**config.mk**
```make
export PLATFORM = sky130hd
export DESIGN_NAME = avr_angle_prep
export DESIGN_NICKNAME = d
export VERILOG_FILES = /design/src/avr_pkg.sv /design/src/avr_angle_prep.sv
export SDC_FILE = /design/constraint.sdc
export NUM_CORES = 1
export LEC_CHECK = 0
export BUFFER_PORTS_ARGS = -buffer_cell sky130_fd_sc_hd__buf_4
export CORE_MARGIN = 3
export CORE_UTILIZATION = 60
export DETAILED_ROUTE_END_ITERATION = 10
export GPL_ROUTABILITY_DRIVEN = 0
export HOLD_SLACK_MARGIN = 0.02
export MAX_ROUTING_LAYER = met4
export PLACE_DENSITY_LB_ADDON = 0.08
export SYNTH_ARGS = -nofsm -noshare
export SYNTH_HDL_FRONTEND = slang
export SYNTH_SLANG_ARGS = --single-unit
```
**constraint.sdc**
```tcl
create_clock -name aclk -period 8.75 [get_ports aclk]
set_clock_uncertainty 0.15 [all_clocks]
set_input_delay 0.4375 -clock aclk [delete_from_list [all_inputs] [get_ports aclk]]
set_output_delay 0.4375 -clock aclk [all_outputs]
set_load 0.005 [all_outputs]
```
**src/avr_pkg.sv**
```systemverilog
// Shared types, widths and constants of the vector rotator.
// Elaboration-time helpers build the arctangent terms and the CORDIC gain.
package avr_pkg;

    localparam int CORDIC_STEPS = 24;
    localparam int DATA_WIDTH   = 32;
    localparam int GUARD        = 24;

    localparam int VEC_W = 32;
    localparam int ANG_W = 26;
    localparam int ACC_W = 64;
    localparam int RED_W = 25;              // angle reduced into [0, 360)
    localparam int ROT_W = 24;              // angle folded into [-90, 90]
    localparam int QW    = ACC_W - GUARD;   // component width after rescale
    localparam int OUT_W = (DATA_WIDTH < VEC_W) ? DATA_WIDTH : VEC_W;

    // Degree constants in Q16.16
    localparam int FULL_TURN    = 23592960;
    localparam int HALF_TURN    = 11796480;
    localparam int QUARTER_TURN = 5898240;

    localparam logic [63:0] PI_Q60     = 64'h3243F6A8885A308D;
    localparam logic [38:0] DEG_TO_RAD = 39'((PI_Q60 >> 16) / 64'd180);

    // Saturation limits of an output component
    localparam logic signed [QW-1:0] CLIP_HI = QW'((64'sd1 <<< (OUT_W - 1)) - 64'sd1);
    localparam logic signed [QW-1:0] CLIP_LO = -CLIP_HI - QW'(1);

    typedef enum logic [1:0] {
        AXIS_X,
        AXIS_Y,
        AXIS_Z,
        AXIS_BAD
    } axis_t;

    // Word fields carried alongside the rotation datapath
    typedef struct packed {
        axis_t                   mode;
        logic signed [VEC_W-1:0] x;
        logic signed [VEC_W-1:0] y;
        logic signed [VEC_W-1:0] z;
    } side_t;

    typedef struct packed {
        logic                    valid;
        logic signed [ACC_W-1:0] u;
        logic signed [ACC_W-1:0] v;
        logic signed [ACC_W-1:0] z;
        side_t                   side;
    } rot_bus_t;

    typedef struct packed {
        logic signed [VEC_W-1:0] out_x;
        logic signed [VEC_W-1:0] out_y;
        logic signed [VEC_W-1:0] out_z;
        logic                    saturated;
        logic                    bad_axis;
    } out_t;

    // Unsigned quotient by shift and subtract, for the constant tables
    function automatic logic [63:0] udiv64(input logic [63:0] num, input logic [63:0] den);
        logic [64:0] rem;
        logic [63:0] quo;
        int          j;
        rem = '0;
        quo = '0;
        for (j = 63; j >= 0; j--) begin
            rem = {rem[63:0], num[j]};
            if (rem >= {1'b0, den}) begin
                rem    = rem - {1'b0, den};
                quo[j] = 1'b1;
            end
        end
        return quo;
    endfunction

    // atan(2^-idx) in Q60, series terms truncated
    function automatic logic [63:0] atan_q60(input int unsigned idx);
        logic [63:0] p;
        logic [63:0] sum;
        logic [63:0] k;
        logic [63:0] t;
        int          j;
        sum = '0;
        k   = '0;
        if (idx == 0) return PI_Q60 >> 2;
        if (idx >= 60) return '0;
        p = 64'd1 << (60 - idx);
        for (j = 0; j < 64; j++) begin
            if (p != 64'd0) begin
                t = udiv64(p, 64'd2 * k + 64'd1);
                if (k[0]) begin
                    sum = sum - t;
                end else begin
                    sum = sum + t;
                end
                p = (2 * idx < 64) ? (p >> (2 * idx)) : 64'd0;
                k = k + 64'd1;
            end
        end
        return sum;
    endfunction

    function automatic logic [63:0] isqrt64(input logic [63:0] n_in);
        logic [63:0] n;
        logic [63:0] r;
        logic [63:0] b;
        int          j;
        n = n_in;
        r = '0;
        b = 64'd1 << 62;
        for (j = 0; j < 32; j++) begin
            if (b > n) b = b >> 2;
        end
        for (j = 0; j < 32; j++) begin
            if (b != 64'd0) begin
                if (n >= r + b) begin
                    n = n - (r + b);
                    r = (r >> 1) + b;
                end else begin
                    r = r >> 1;
                end
                b = b >> 2;
            end
        end
        return r;
    endfunction

    // 1/K in Q32 for exactly CORDIC_STEPS micro-rotations
    function automatic logic [63:0] inv_gain_q32();
        logic [63:0] p;
        int          i;
        p = 64'h8000_0000_0000_0000;
        for (i = 0; i < CORDIC_STEPS; i++) begin
            if (2 * i <= 62) p = p - udiv64(p, (64'd1 << (2 * i)) + 64'd1);
        end
        return isqrt64(p << 1);
    endfunction

    localparam logic [31:0] INV_GAIN = 32'(inv_gain_q32());

endpackage

```
**src/avr_angle_prep.sv**
```systemverilog
// Front end of the rotator: angle reduction, quadrant fold and radian scaling.
// Depends on avr_pkg; feeds the CORDIC stages with a rot_bus_t word.
module avr_angle_prep
    import avr_pkg::*;
(
    input  logic                    aclk,
    input  logic                    aresetn,
    input  logic                    adv,
    input  logic                    in_valid,
    input  logic [1:0]              in_mode,
    input  logic signed [ANG_W-1:0] in_angle,
    input  logic signed [VEC_W-1:0] in_x,
    input  logic signed [VEC_W-1:0] in_y,
    input  logic signed [VEC_W-1:0] in_z,
    output rot_bus_t                out_bus
);

    localparam int EXT_W = ANG_W + 2;
    localparam int CU_W  = VEC_W + 1;
    localparam logic signed [39:0] DEG_K_S = {1'b0, DEG_TO_RAD};

    // Stage 1: angle modulo one turn, pick the two rotated components
    logic                    vld1_reg;
    side_t                   side1_reg, side1_next;
    logic [RED_W-1:0]        red1_reg, red1_next;
    logic signed [VEC_W-1:0] cu1_reg, cu1_next;
    logic signed [VEC_W-1:0] cv1_reg, cv1_next;
    logic signed [EXT_W-1:0] ang_ext, red_sum;

    // Stage 2: fold into [-90, 90], negate the pair on a half-turn move
    logic                    vld2_reg;
    side_t                   side2_reg;
    logic signed [ROT_W-1:0] rot2_reg, rot2_next;
    logic signed [CU_W-1:0]  cu2_reg, cu2_next;
    logic signed [CU_W-1:0]  cv2_reg, cv2_next;
    logic signed [RED_W:0]   diff_half, diff_full;
    logic                    flip;

    // Stage 3: degrees to Q60 radians, components to guard scale
    logic                    vld3_reg;
    side_t                   side3_reg;
    logic signed [ACC_W-1:0] z3_reg, z3_next;
    logic signed [ACC_W-1:0] u3_reg, u3_next;
    logic signed [ACC_W-1:0] v3_reg, v3_next;

    always_comb begin
        side1_next.mode = axis_t'(in_mode);
        side1_next.x    = in_x;
        side1_next.y    = in_y;
        side1_next.z    = in_z;

        ang_ext = EXT_W'(in_angle);
        if (ang_ext < -FULL_TURN) begin
            red_sum = ang_ext + EXT_W'(2 * FULL_TURN);
        end else if (ang_ext < 0) begin
            red_sum = ang_ext + EXT_W'(FULL_TURN);
        end else if (ang_ext >= FULL_TURN) begin
            red_sum = ang_ext - EXT_W'(FULL_TURN);
        end else begin
            red_sum = ang_ext;
        end
        red1_next = RED_W'(red_sum);

        unique case (axis_t'(in_mode))
            AXIS_X: begin
                cu1_next = in_y;
                cv1_next = in_z;
            end
            AXIS_Y: begin
                cu1_next = in_z;
                cv1_next = in_x;
            end
            AXIS_Z: begin
                cu1_next = in_x;
                cv1_next = in_y;
            end
            AXIS_BAD: begin
                cu1_next = in_x;
                cv1_next = in_y;
            end
        endcase
    end

    always_comb begin
        diff_half = $signed({1'b0, red1_reg}) - (RED_W + 1)'(HALF_TURN);
        diff_full = $signed({1'b0, red1_reg}) - (RED_W + 1)'(FULL_TURN);
        if (red1_reg <= RED_W'(QUARTER_TURN)) begin
            rot2_next = ROT_W'(red1_reg);
            flip      = 1'b0;
        end else if (red1_reg < RED_W'(3 * QUARTER_TURN)) begin
            rot2_next = ROT_W'(diff_half);
            flip      = 1'b1;
        end else begin
            rot2_next = ROT_W'(diff_full);
            flip      = 1'b0;
        end
        cu2_next = flip ? -CU_W'(cu1_reg) : CU_W'(cu1_reg);
        cv2_next = flip ? -CU_W'(cv1_reg) : CU_W'(cv1_reg);
    end

    always_comb begin
        z3_next = rot2_reg * DEG_K_S;
        u3_next = ACC_W'(cu2_reg) <<< GUARD;
        v3_next = ACC_W'(cv2_reg) <<< GUARD;
    end

    // Advance valid bits with the pipeline
    always_ff @(posedge aclk) begin
        if (!aresetn) begin
            vld1_reg <= 1'b0;
            vld2_reg <= 1'b0;
            vld3_reg <= 1'b0;
        end else if (adv) begin
            vld1_reg <= in_valid;
            vld2_reg <= vld1_reg;
            vld3_reg <= vld2_reg;
        end
    end

    // Advance payload; hold on stall
    always_ff @(posedge aclk) begin
        if (adv) begin
            side1_reg <= side1_next;
            red1_reg  <= red1_next;
            cu1_reg   <= cu1_next;
            cv1_reg   <= cv1_next;
            side2_reg <= side1_reg;
            rot2_reg  <= rot2_next;
            cu2_reg   <= cu2_next;
            cv2_reg   <= cv2_next;
            side3_reg <= side2_reg;
            z3_reg    <= z3_next;
            u3_reg    <= u3_next;
            v3_reg    <= v3_next;
        end
    end

    always_comb begin
        out_bus.valid = vld3_reg;
        out_bus.u     = u3_reg;
        out_bus.v     = v3_reg;
        out_bus.z     = z3_reg;
        out_bus.side  = side3_reg;
    end

endmodule

```
* Word level (Yosys, flattened, before mapping) *
Cells that the tools add are included.

word-level totals
  flip-flop bits (word level) = 605
  input port bits = 128

operators by class
  add/subtract/negate cells = 7
  reduce and logical (&&, ||, !) cells = 2
  equality and inequality tests = 3
  muxes and demuxes = 11
  multiply operators = 1
  order comparisons = 5

operators by type and width
  kind                                                          number
  case mux 32 bit (3 select lines)                              2
  2-to-1 mux 25 bit                                             3
  2-to-1 mux 33 bit                                             2
  negator 32 -> 33 bit                                          2
  multiplier 24 x 39 -> 63 bit (second input constant)          1
  adder 25 bit (second input constant)                          2
  2-to-1 mux 24 bit                                             2
  >= comparator 26 bit (second input constant)                  1
  less-than comparator 26 x 1 -> 1 bit (second input constant)  1
  less-than comparator 26 bit (second input constant)           1
  <= comparator 25 x 23 -> 1 bit (second input constant)        1
  less-than comparator 25 bit (second input constant)           1
  subtractor 25 bit (second input constant)                     1
  subtractor 24 x 23 -> 24 bit (second input constant)          1
  subtractor 24 bit (second input constant)                     1
  == test 2 bit (second input constant)                         2
  == test 2 x 1 -> 1 bit (second input constant)                1
  logical NOT 2 bit                                             1
  2-to-1 mux 1 bit                                              2
  OR reduction 2 bit                                            1

* Logic depth before layout (Yosys ltp) *
Gate-level depths: netlist of run 1.

  depth after elaboration = 4
  gate-level depth with buffers = 27
  depth with buffers taken out = 26

* Worst setup path after synthesis of run 1 *
OpenSTA, ideal clock, no wires.

  path kind = flip-flop to flip-flop
  from = register rot2_reg[13]
  to = register z3_reg[62], data pin
  stages on the path, launching flop included = 24
  data required time = 8.342 ns
  buffers on the path = 1
  library setup time = 0.258 ns
  clock period less this slack = 6.994 ns
  slack = 1.756 ns
  data arrival time = 6.587 ns
  cells stage by stage = edfxtp_1 fa_1 fa_1 inv_1 fa_1 inv_1 fa_1 fa_1 fa_1 inv_1 fa_1 inv_1 ha_1 clkbuf_2 nand2_1 o21ai_1 a21o_1 a21oi_1 o21ai_0 a2111oi_0 nor2_1 a2111oi_2 o21ai_1 xnor2_1

between the ends
  cells in the longest elaborated chain, start to end = 1

RTL lines
  item                          RTL line               source
  start, declared               avr_angle_prep.sv:33   logic signed [ROT_W-1:0] rot2_reg, rot2_next;
  start signal, assigned        avr_angle_prep.sv:128  rot2_reg <= rot2_next;
  multiplier 24 x 39 -> 63 bit  avr_angle_prep.sv:102  z3_next = rot2_reg * DEG_K_S;
  via z3_next[62]               avr_angle_prep.sv:42   logic signed [ACC_W-1:0] z3_reg, z3_next;
  end signal, assigned          avr_angle_prep.sv:132  z3_reg <= z3_next;
  end, declared                 avr_angle_prep.sv:42

The timed path passes the listed nets, and every way through them passes these cells.
A chain may end at the register's enable or synchronous reset.

* Worst setup path after layout of run 1 *
Same ends and word-level chain as after synthesis.

==> impl_metrics.toml, run 1 <==
[sta]
timing.final.hold_violations = 0
fmax_ghz = 0.119
drv_slew = 0
setup_viol_count_final = 0
rsz0062_at_grt = "no"
fin_crit_sh = 0.958
max-slew-margin-rel = 0.316
worst_pin_slew_ns = 1.02
timing.setup.tns_ns = 0
whs_ns = 0.113
period_minus_slack_ns = 8.38

[grt]
overflow = 0
grt_first_pass_wirelength_um = 131000
met2_usage = 0.456
antenna_found_initial = 11
grt_start_max_net_pins = 194
top_usage_layer = "met2"
grtUsageMet3 = 0.0751
grtUsageMet1 = 0.327
grt.total_usage = 0.277
grt_pass1_vias = 23400

[synthesis]
synth.yosys.seq_area_share = 0.494
synth.avg_cell_area_um2 = 13.3
synth_seq_cells = 605
syn_area_um2 = 36700
ys_warn_count = 0
synth.distinct_cells = 84
synth_cells = 2758
synth_ff_type = "edfxtp_1"
synth.top_cell.area_share = 0.492
synthTopCellsByArea = "edfxtp_1, fa_1, ha_1"
synth_edf_count = 602
synth_top_cell_by_area = "edfxtp_1"
async_flop_share = 0

[floorplanning]
die-area_um2 = 64200
initial_core_util = 0.608
die_w_um = 253
die_h_um = 253
core.rowCount = 90
core_um2 = 60500
pin_count = 419

[place]
dp_hpwl_um = 65800
io_buffers = 369

[worst_setup_path]
critical_path_class = "flip-flop to flip-flop"
worstReg2RegEnd = "z3_reg[62]"
startpoint = "rot2_reg[13]"
crit_arrival_ns = 8.61
timing.rr.start = "rot2_reg[13]"
cp-end-kind = "flip-flop"
ff2ff_path_depth = 22
startpoint_type = "flip-flop"
cp_max_fo = 11
crit_required_ns = 8.98
r2r_slack_ns = 0.37

[clocking]
cts_tree = "done"
htree_levels = 2
cts_buffers = 61
post_cts_buffers = 0
cts_buffer_depth = 3
cts.root.buffer_cell = "clkbuf_16"
clkSinkCount = 605
worstSkewPairLatency_ns = 0.65
clkTransAtPathRegs_ns = 0.06

[status]
status = "finished, final reports clean"

[worst_hold_path]
min_path_type = "input port to flip-flop"
min_from = "in_angle[25]"
hold_end = "red1_reg[24]"
whs_path_depth = 2

[drt]
drtPass1Iterations = 5
wl_per_cell_um = 20.9
vias = 22200
drcViolationCount = 0
first_iter_violations = 1543
drtAntennaViolNets = 0
wl_um = 85400
vias_per_cell = 5.44

[final_layout]
area_growth_pct = 17.7
nets = 4012
nFillCells = 4025
drive_above_1_share = 0.153

[job]
drv_cap = 0
## layout make-up
| cell class | count | area [um^2] | share of cell area |
|---|---|---|---|
| tap | 782 | 978 | 0.0226 |
| inverter | 532 | 2000 | 0.0462 |
| sequential | 605 | 18100 | 0.419 |
| clock buffer | 72 | 1570 | 0.0363 |
| antenna | 11 | 27.5 | 0.000637 |
| clock inverter | 35 | 455 | 0.0105 |
| multi-input combinational | 1547 | 16000 | 0.370 |
| timing repair buffer | 497 | 4060 | 0.0940 |
## cells in the final DEF, fill, tap and decap left out, types with 59 or more instances in the layout
| master | n |
|---|---|
| fa_1 | 305 |
| nand2_1 | 136 |
| edfxtp_1 | 602 |
| dlygate4sd3_1 | 120 |
| clkbuf_16 | 61 |
| xnor2_1 | 85 |
| buf_4 | 374 |
| a21oi_1 | 87 |
| mux2i_1 | 70 |
| nor2_1 | 59 |
| ha_1 | 335 |
| o21ai_0 | 114 |
| inv_1 | 532 |
## worst max path at each step
stage,cells past startpoint,to
after floorplan,23,z3_reg[62]
after global routing,22,z3_reg[62]
after global placement,22,z3_reg[62]
after CTS,22,z3_reg[62]
final,22,z3_reg[62]
after detailed placement,22,z3_reg[62]
## per-stage QoR
step	cells	util	area [um^2]	setup WS, ns
final	4081	0.715	43200	0.367
after global routing	4081	0.715	43200	0.370
after CTS	4070	0.715	43200	0.639
after detailed placement	3843	0.661	40000	0.672
after global placement	3843	0.661	40000	0.796
after floorplan	2806	-	36900	1.76
## cells by family (layout without fill, tap and decap cells)
family / count (synthesis) / count (layout) / synth area share
buffers and inverters: 654 / 1136 / 0.0754
other: 1 / 60 / 0.000102
XOR/XNOR: 130 / 130 / 0.0310
AND/OR/NAND/NOR: 321 / 321 / 0.0428
adder cells (fa/ha/maj): 640 / 640 / 0.280
flip-flops: 605 / 605 / 0.494
multiplexers: 70 / 70 / 0.0191
AO/OA/AOI/OAI: 337 / 337 / 0.0576
## cells in the mapped netlist (42+ instances only)
library cell,count
a21o_1,42
a21oi_1,87
buf_4,67
edfxtp_1,602
fa_1,305
ha_1,335
inv_1,532
mux2i_1,70
nand2_1,136
nor2_1,59
o21ai_0,114
xnor2_1,85
xor2_1,45
## repair_timing
action                                 CTS  global route
hold buffers                           120             0
gates resized for setup                  0             0
endpoints found under the hold margin  178             0
## metal layers
layer | vias to the layer above | wire length (um)
li1 | 10200 | -
met1 | 11000 | 32600
met2 | 810 | 42300
met3 | 239 | 6810
met4 | 0 | 3680
met5 | - | 0
## worst max-delay path, stage by stage (launching register included)
cell and delay (ns):
edfxtp_1 0.72, fa_1 0.64, fa_1 0.58, inv_1 0.05
fa_1 0.49, inv_1 0.05, fa_1 0.46, fa_1 0.53
fa_1 0.56, inv_1 0.06, fa_1 0.53, inv_1 0.04
ha_1 0.39, nand2_1 0.19, o21ai_1 0.12, a21o_1 0.19
a21oi_1 0.19, o21ai_0 0.22, a2111oi_0 0.82, nor2_1 0.29
a2111oi_2 0.54, o21ai_1 0.16, xnor2_1 0.15
Power of run 1 is not shown: default switching activity piles up to over one toggle a cycle in this logic, so the estimate is an artifact.
==> inputs of run 2 (changes only) <==
--- a/config.mk
+++ b/config.mk
@@ -12,7 +12,7 @@
 export GPL_ROUTABILITY_DRIVEN = 0
 export HOLD_SLACK_MARGIN = 0.02
 export MAX_ROUTING_LAYER = met4
-export PLACE_DENSITY_LB_ADDON = 0.08
+export PLACE_DENSITY = 0.88
 export SYNTH_ARGS = -nofsm -noshare
 export SYNTH_HDL_FRONTEND = slang
 export SYNTH_SLANG_ARGS = --single-unit
==> constraint.sdc (replaced) <==
create_clock -name aclk -period 8.75 [get_ports aclk]
set_clock_uncertainty 0.15 [all_clocks]
set_input_delay 1.3125 -clock aclk [delete_from_list [all_inputs] [get_ports aclk]]
set_output_delay 1.3125 -clock aclk [all_outputs]
set_load 0.005 [all_outputs]
==> run 2 against run 1 <==
Compared with the run above:
- count of clock-buffer cells in the layout fell by 5
- first-iteration DRC count is 50% higher
- register-to-register slack improved by 0.43 ns
- highest routed layer unchanged
- cell area down 3.0%
- cell count decreased by 2.9%
==> impl_metrics.toml, run 2 (synthesis results as in run 1) <==
[worst_setup_path]
cp-end-kind = "flip-flop"
ff2ff_path_depth = 22
cp_max_fo = 11
crit_required_ns = 8.97
startpoint_type = "flip-flop"
crit_arrival_ns = 8.17
r2r_slack_ns = 0.79
worstReg2RegEnd = "z3_reg[62]"
timing.rr.start = "rot2_reg[13]"
critical_path_class = "flip-flop to flip-flop"

[drt]
drtAntennaViolNets = 0
vias = 23000
wl_um = 92800
wl_per_cell_um = 23.4
drtPass1Iterations = 6
first_iter_violations = 2308
vias_per_cell = 5.81
drcViolationCount = 0

[sta]
max-slew-margin-rel = 0.264
worst_pin_slew_ns = 1.10
timing.setup.tns_ns = 0
rsz0062_at_grt = "no"
fin_crit_sh = 0.909
fmax_ghz = 0.126
timing.final.hold_violations = 0
period_minus_slack_ns = 7.96
setup_viol_count_final = 0
drv_slew = 0

[floorplanning]
die_h_um = 253
core_um2 = 60500
core.rowCount = 90
initial_core_util = 0.608
die-area_um2 = 64200
pin_count = 419
die_w_um = 253

[clocking]
worstSkewPairLatency_ns = 0.64
cts_buffers = 59
post_cts_buffers = 0
cts-resized-gates = 0
cts.root.buffer_cell = "clkbuf_16"
clkTransAtPathRegs_ns = 0.07
hold_buffers = 0
cts_buffer_depth = 3
cts_tree = "done"
clkSinkCount = 605
htree_levels = 2

[worst_hold_path]
whs_path_depth = 0
min_path_type = "flip-flop to flip-flop"
hold_end = "out_bus[17]"
min_from = "side2_reg[17]"

[grt]
antenna_found_initial = 11
grt.total_usage = 0.296
grt_first_pass_wirelength_um = 139000
grt_pass1_vias = 24100
overflow = 0
grt_start_max_net_pins = 132

[final_layout]
nets = 3891
final_common_cell = "edfxtp_1"
area_growth_pct = 14.1
final_cell_mix = "edfxtp_1, inv_1, buf_4"
drive_above_1_share = 0.160

[job]
drv_cap = 0

[place]
io_buffers = 369
dp_hpwl_um = 70400

[status]
status = "finished, final reports clean"
run 2: cell types whose count changed in the layout (fill, tap and decap cells not counted), sizes merged:
cell         delta
dlygate4sd3   -120
clkbuf          -5
clkinv          +3
inv             +3
bufinv          -2
clkinvlp        +2
buf             +1
run 2: cell type report:
class,instances,area (um^2)
Sequential cell,605,18100
Multi-Input combinational cell,1547,16000
Fill cell,3748,18500
Timing Repair Buffer,378,2870
Antenna cell,11,27.5
Clock inverter,41,405
Tap cell,782,978
Inverter,532,2000
Clock buffer,67,1510
run 2: critical path, cell delays in order (launching register included):
cell and delay (ns):
edfxtp_1 0.73, fa_1 0.65, fa_1 0.57, inv_1 0.06
fa_1 0.51, inv_1 0.06, fa_1 0.46, fa_1 0.54
fa_1 0.55, inv_1 0.06, fa_1 0.52, inv_1 0.04
ha_1 0.39, a21oi_1 0.26, o21ai_1 0.13, a21o_1 0.20
a21oi_1 0.16, o21ai_0 0.13, a2111oi_0 0.49, nor2_1 0.23
a2111oi_2 0.48, o21ai_1 0.17, xnor2_1 0.16
run 2: how the worst max path moves through the flow:
stage | from | to | slack [ns] | cells past startpoint
2_1_floorplan | rot2_reg[13] | z3_reg[62] | 1.76 | 23
3_3_place_gp | rot2_reg[13] | z3_reg[62] | 1.33 | 22
3_5_place_dp | rot2_reg[13] | z3_reg[62] | 0.91 | 22
4_1_cts | rot2_reg[13] | z3_reg[62] | 0.91 | 22
5_1_grt | rot2_reg[13] | z3_reg[62] | 0.44 | 22
6_report | rot2_reg[13] | z3_reg[62] | 0.79 | 22
run 2: metrics by stage:
step / instances / hold WS [ns] / instance area, um^2 / util / worst slack [ns]
after floorplan: 2806 / 0.250 / 36900 / - / 1.76
after global placement: 3844 / 0.251 / 40000 / 0.661 / 1.33
after detailed placement: 3844 / 0.255 / 40000 / 0.661 / 0.906
after CTS: 3952 / 0.262 / 41900 / 0.693 / 0.906
after global routing: 3962 / 0.268 / 41900 / 0.693 / 0.444
final: 3963 / 0.263 / 41900 / 0.693 / 0.792
run 2: metal layers:
metal,vias to the layer above,share of wire,track usage
met4,0,0.054,0.143
met1,11200,0.33,0.325
li1,9995,-,-
met5,-,0,-
met2,1423,0.50,0.486
met3,379,0.12,0.100
Power of run 2 is left out for the same reason.
